===== config.mk =====
export PLATFORM = sky130hd
export DESIGN_NAME = tpls_cell
export DESIGN_NICKNAME = d
export VERILOG_FILES = /design/src/hdl/tpls_pkg.sv /design/src/hdl/tpls_cell.sv
export SDC_FILE = /design/constraint.sdc
export NUM_CORES = 1
export LEC_CHECK = 0
export BUFFER_PORTS_ARGS = -buffer_cell sky130_fd_sc_hd__buf_2
export CAP_MARGIN = 20
export CELL_PAD_IN_SITES_DETAIL_PLACEMENT = 1
export CELL_PAD_IN_SITES_GLOBAL_PLACEMENT = 1
export CORE_AREA = 2 2 317 319
export CTS_CLUSTER_SIZE = 28
export DETAILED_ROUTE_END_ITERATION = 10
export DIE_AREA = 0 0 319 321
export HOLD_SLACK_MARGIN = 0.05
export PLACE_DENSITY_LB_ADDON = 0.3
export SYNTH_ARGS = -nofsm -noshare
export SYNTH_HDL_FRONTEND = slang
export SYNTH_SLANG_ARGS = --single-unit

===== constraint.sdc =====
create_clock -name clock -period 17.73 [get_ports clock]
set_clock_uncertainty 0.05 [all_clocks]
set_input_delay 2.6595 -clock clock [delete_from_list [all_inputs] [get_ports clock]]
set_output_delay 2.6595 -clock clock [all_outputs]
set_load 0.02 [all_outputs]

===== src/hdl/tpls_pkg.sv =====
// Package for the three-point log-domain smoother.
// Holds defaults, register constants and the control beat type; no dependencies.
`timescale 1ns / 1ps
`default_nettype none
package tpls_pkg;
   localparam int DATA_WIDTH_DEF = 32;
   localparam int FRAC_BITS_DEF = 16;
   localparam int CFG_WIDTH = 32;
   localparam logic [CFG_WIDTH-1:0] FLOOR_RESET = 32'h0001_0000;
   localparam int DIGIT_BITS = 3;

   typedef struct packed {
      logic valid;
      logic log_mode;
      logic last;
   } ctl_type;
endpackage
`default_nettype wire


===== src/hdl/tpls_cell.sv =====
// One cell of the root/quotient row: retires one cube-root bit or three quotient bits.
// Depends on tpls_pkg.
`timescale 1ns / 1ps
`default_nettype none
module tpls_cell #(
   parameter int OW = 33,
   parameter int NW = 99,
   parameter int RW = 72
) (
   input  wire logic                  clock,
   input  wire logic                  reset,
   input  wire tpls_pkg::ctl_type     ctl_i,
   input  wire logic [NW-1:0]         n_i,
   input  wire logic [RW-1:0]         r_i,
   input  wire logic [OW-1:0]         y_i,
   input  wire logic [2*OW-1:0]       s_i,
   input  wire logic [NW-1:0]         q_i,
   input  wire logic [tpls_pkg::CFG_WIDTH-1:0] f_i,
   output tpls_pkg::ctl_type          ctl_o,
   output logic [NW-1:0]              n_o,
   output logic [RW-1:0]              r_o,
   output logic [OW-1:0]              y_o,
   output logic [2*OW-1:0]            s_o,
   output logic [NW-1:0]              q_o,
   output logic [tpls_pkg::CFG_WIDTH-1:0] f_o
);
   import tpls_pkg::*;

   ctl_type              ctl_ff;
   logic [NW-1:0]        n_ff, n_in, q_ff, q_in;
   logic [RW-1:0]        r_ff, r_in;
   logic [OW-1:0]        y_ff, y_in;
   logic [2*OW-1:0]      s_ff, s_in;
   logic [CFG_WIDTH-1:0] f_ff;

   logic [DIGIT_BITS-1:0] dig, qd;
   logic [RW-1:0]         rt, t4, d;
   logic [4:0]            rem;
   logic                  ge;

   always_comb begin
      dig = n_i[NW-1 -: DIGIT_BITS];
      n_in = n_i << DIGIT_BITS;
      rt = {r_i[RW-DIGIT_BITS-1:0], dig};
      t4 = (RW'(s_i) << 2) + (RW'(y_i) << 1);
      d = t4 + (t4 << 1) + RW'(1);
      ge = (rt >= d);
      rem = {r_i[1:0], dig};
      qd = '0;
      for (int k = DIGIT_BITS - 1; k >= 0; k--) begin
         if (rem >= 5'(3 << k)) begin
            rem = rem - 5'(3 << k);
            qd[k] = 1'b1;
         end
      end
      if (ctl_i.log_mode) begin
         r_in = ge ? rt - d : rt;
      end else begin
         r_in = RW'(rem);
      end
      y_in = {y_i[OW-2:0], ge};
      s_in = ge ? (s_i << 2) + (2*OW)'({y_i, 2'b00}) + (2*OW)'(1) : (s_i << 2);
      q_in = {q_i[NW-DIGIT_BITS-1:0], qd};
   end

   always_ff @(posedge clock) begin
      if (reset) begin
         ctl_ff <= '0;
      end else begin
         ctl_ff <= ctl_i;
      end
      n_ff <= n_in;
      r_ff <= r_in;
      y_ff <= y_in;
      s_ff <= s_in;
      q_ff <= q_in;
      f_ff <= f_i;
   end

   assign ctl_o = ctl_ff;
   assign n_o = n_ff;
   assign r_o = r_ff;
   assign y_o = y_ff;
   assign s_o = s_ff;
   assign q_o = q_ff;
   assign f_o = f_ff;
endmodule
`default_nettype wire


==> impl_metrics.json <==
{
  "status": "complete, no violations",
  "finalPower_mw": 4.22,
  "cts_hold_buf": 0,
  "ys_seq_area_frac": 0.355,
  "yosysMostFrequentCell": "dfxtp_1",
  "finalWirelength_mm": 99.8,
  "fin_crit_ns": 13.63,
  "grt_overflow": 0,
  "antenna_left": 0,
  "area_delta_synth_final_pct": 31.2,
  "syn_area_sq_mm": 0.0226,
  "start_util": 0.227,
  "slowest_stage": "a2111oi_1",
  "power.density_mw_per_mm2": 143,
  "synth_top_cells_by_count": "dfxtp_1, a21oi_1, nand2_1",
  "drtPass1Iterations": 5,
  "p_sw_mw": 1.78,
  "via_per_inst": 4.75,
  "drc": 0,
  "cp.required_ns": 18.19,
  "hold_violations": 0,
  "synthArstFlopShare": 0,
  "ys_ff_latch": 400,
  "hp-start": "n_i[45]",
  "nets": 4028,
  "swShare": 0.422,
  "drv_cap": 0,
  "place_congestion": 0.885,
  "wl_per_cell_microns": 21.0,
  "drive_above_1_share": 0.271,
  "yosysUniqueCellTypes": 93,
  "numClockSinks": 400,
  "setup_tns_ns": 0,
  "antenna_found_initial": 23,
  "place_hpwl_mm": 83.9,
  "synthAdderAreaFrac": 0.118,
  "cp.arrival_ns": 14.09,
  "grt_pass1_vias": 22844,
  "ctsLongestPathBuffers": 3,
  "core_region_area_sq_mm": 0.0993,
  "io_buffers": 799,
  "synth_edf_count": 0,
  "grt_setup_unrepaired": "false",
  "drv_slew": 0,
  "synth-xor-area-share": 0.0939,
  "ys.warnings.count": 0,
  "cts_root_buf": "clkbuf_16",
  "path_delay_family": "compound AO/OA/AOI/OAI gates",
  "cts_resized": 0,
  "die_x_microns": 319,
  "clk_pin_slew_ns": 0.06,
  "cts_setup_buffers": 0,
  "slew_headroom": 0.292,
  "p_clk_frac": 0.260,
  "tightest_slew_ns": 1.06,
  "seqPwrFrac": 0.250,
  "die_area_sq_mm": 0.102,
  "hold_class": "input port to flop",
  "worst_setup_path_start_kind": "input port",
  "syn-instance-count": 2652,
  "setup_viol": 0,
  "clock.fmax_mhz": 73.4,
  "synth_ff_type": "dfxtp_1",
  "cts_buffers": 50,
  "grt_max_degree": 64,
  "p_int_mw": 2.44,
  "groute.usage.overall": 0.186,
  "peakVddDrop_uv": 72.2,
  "crit_fanout": 63,
  "synth.mux.area_fraction": 0.00416,
  "endpoint_kind": "flop",
  "finalCritPeriodShare": 0.769,
  "num_vias": 22596,
  "cp_common_cell": "a21o_1",
  "leakagePower_nw": 13.8,
  "synth_top_family_by_area": "compound AO/OA/AOI/OAI gates",
  "synth-simple-area-share": 0.172,
  "path_buf_inv": 2,
  "drt_iter0_markers": 862,
  "p_comb_frac": 0.490,
  "htree_levels": 2,
  "synth_compound_area_frac": 0.227,
  "max_stage_delay_ns": 0.68,
  "die_h_microns": 321,
  "netlist_top_cells_area": "dfxtp_1, ha_1, a21oi_1, xnor2_1, nand2_1",
  "grt_pass1_wl_mm": 146,
  "startpoint": "y_i[1]",
  "io_pins": 810,
  "yosysTopAreaCell": "dfxtp_1",
  "path_class": "input port to flop",
  "cts_tree": "done",
  "netlist.area_leader.share": 0.355,
  "avgSynthCellArea_sq_um": 8.51,
  "num_rows": 116
}
## kinds of logic (layout without fill, tap and decap cells)
kind of cell / Yosys count / count (layout)
fa+ha+maj: 211 / 211
other cells: 1 / 11
xor+xnor: 240 / 240
mux: 8 / 8
buf+inv: 171 / 969
compound gates: 806 / 806
flops: 400 / 400
simple gates: 815 / 815
## power groups by stage
stage / Clock (mW) / Combinational (mW) / Sequential [mW]
after global routing: 1.17 / 2.28 / 1.06
after detailed placement: 0 / 2.07 / 1.07
after global placement: 0 / 2.06 / 1.07
after floorplan: 0 / 1.31 / 1.20
after CTS: 1.14 / 2.08 / 1.06
final: 1.10 / 2.07 / 1.05
## per-stage QoR
stage | setup slack, ns | area [sq um] | std cells | hold WS, ns | util
CTS | 3.95 | 29600 | 4751 | 2.01 | 0.298
global placement | 3.39 | 27800 | 4659 | 2.71 | 0.280
floorplan | 6.87 | 22600 | 2655 | 2.64 | -
finish | 4.10 | 29600 | 4758 | 2.08 | 0.298
detailed placement | 3.32 | 27800 | 4659 | 2.71 | 0.280
global route | 3.12 | 29600 | 4756 | 2.03 | 0.298
## cell type report
| class | instances | area, sq um |
|---|---|---|
| well taps | 1298 | 1620 |
| repair buffers | 803 | 4030 |
| multi-input cells | 2084 | 13900 |
| clock buffers | 62 | 1380 |
| fillers | 12010 | 69600 |
| flip-flops and latches | 400 | 8010 |
| diodes | 7 | 17.5 |
| inverters | 74 | 280 |
| clock inverters | 30 | 390 |
## routing by layer
| metal | global-route usage | up-vias | routed length, microns |
|---|---|---|---|
| li1 | - | 11070 | - |
| met1 | 0.216 | 10803 | 41100 |
| met2 | 0.346 | 566 | 50700 |
| met3 | 0.0313 | 143 | 4500 |
| met4 | 0.0607 | 14 | 3370 |
| met5 | 0 | - | 88 |
## sequential cells by signal, summed over array words and instances (netlist names)
| register | cells |
|---|---|
| n_o | 96 |
| r_o | 72 |
| s_o | 65 |
| ctl_o | 3 |
| y_o | 33 |
| f_o | 32 |
| q_o | 99 |
## placed cells by master (no fill, tap or decap), types with 10 or more instances in the layout
master	instances
clkbuf_16	50
a31oi_1	31
dfxtp_1	400
inv_1	68
o211ai_1	18
nand2_1	259
a21o_1	121
a211oi_1	30
or3_1	18
nand2b_1	30
o21ai_0	140
o21ai_1	18
and2_1	22
nor2b_1	23
xnor2_1	139
o21bai_1	22
and3_1	24
nand4_1	64
xor2_1	100
nand3_1	80
nor4_1	13
buf_2	799
nor3_1	45
nor2_1	198
o31ai_1	10
ha_1	205
o21a_1	26
a21oi_1	282
## path summary, 6_finish.rpt
check	cells past startpoint	endpoint	slack [ns]
min	1	n_o[48]$_DFF_P_	2.08
max	39	s_o[38]$_DFF_P_	4.10
(Power assumes the default switching activity.)
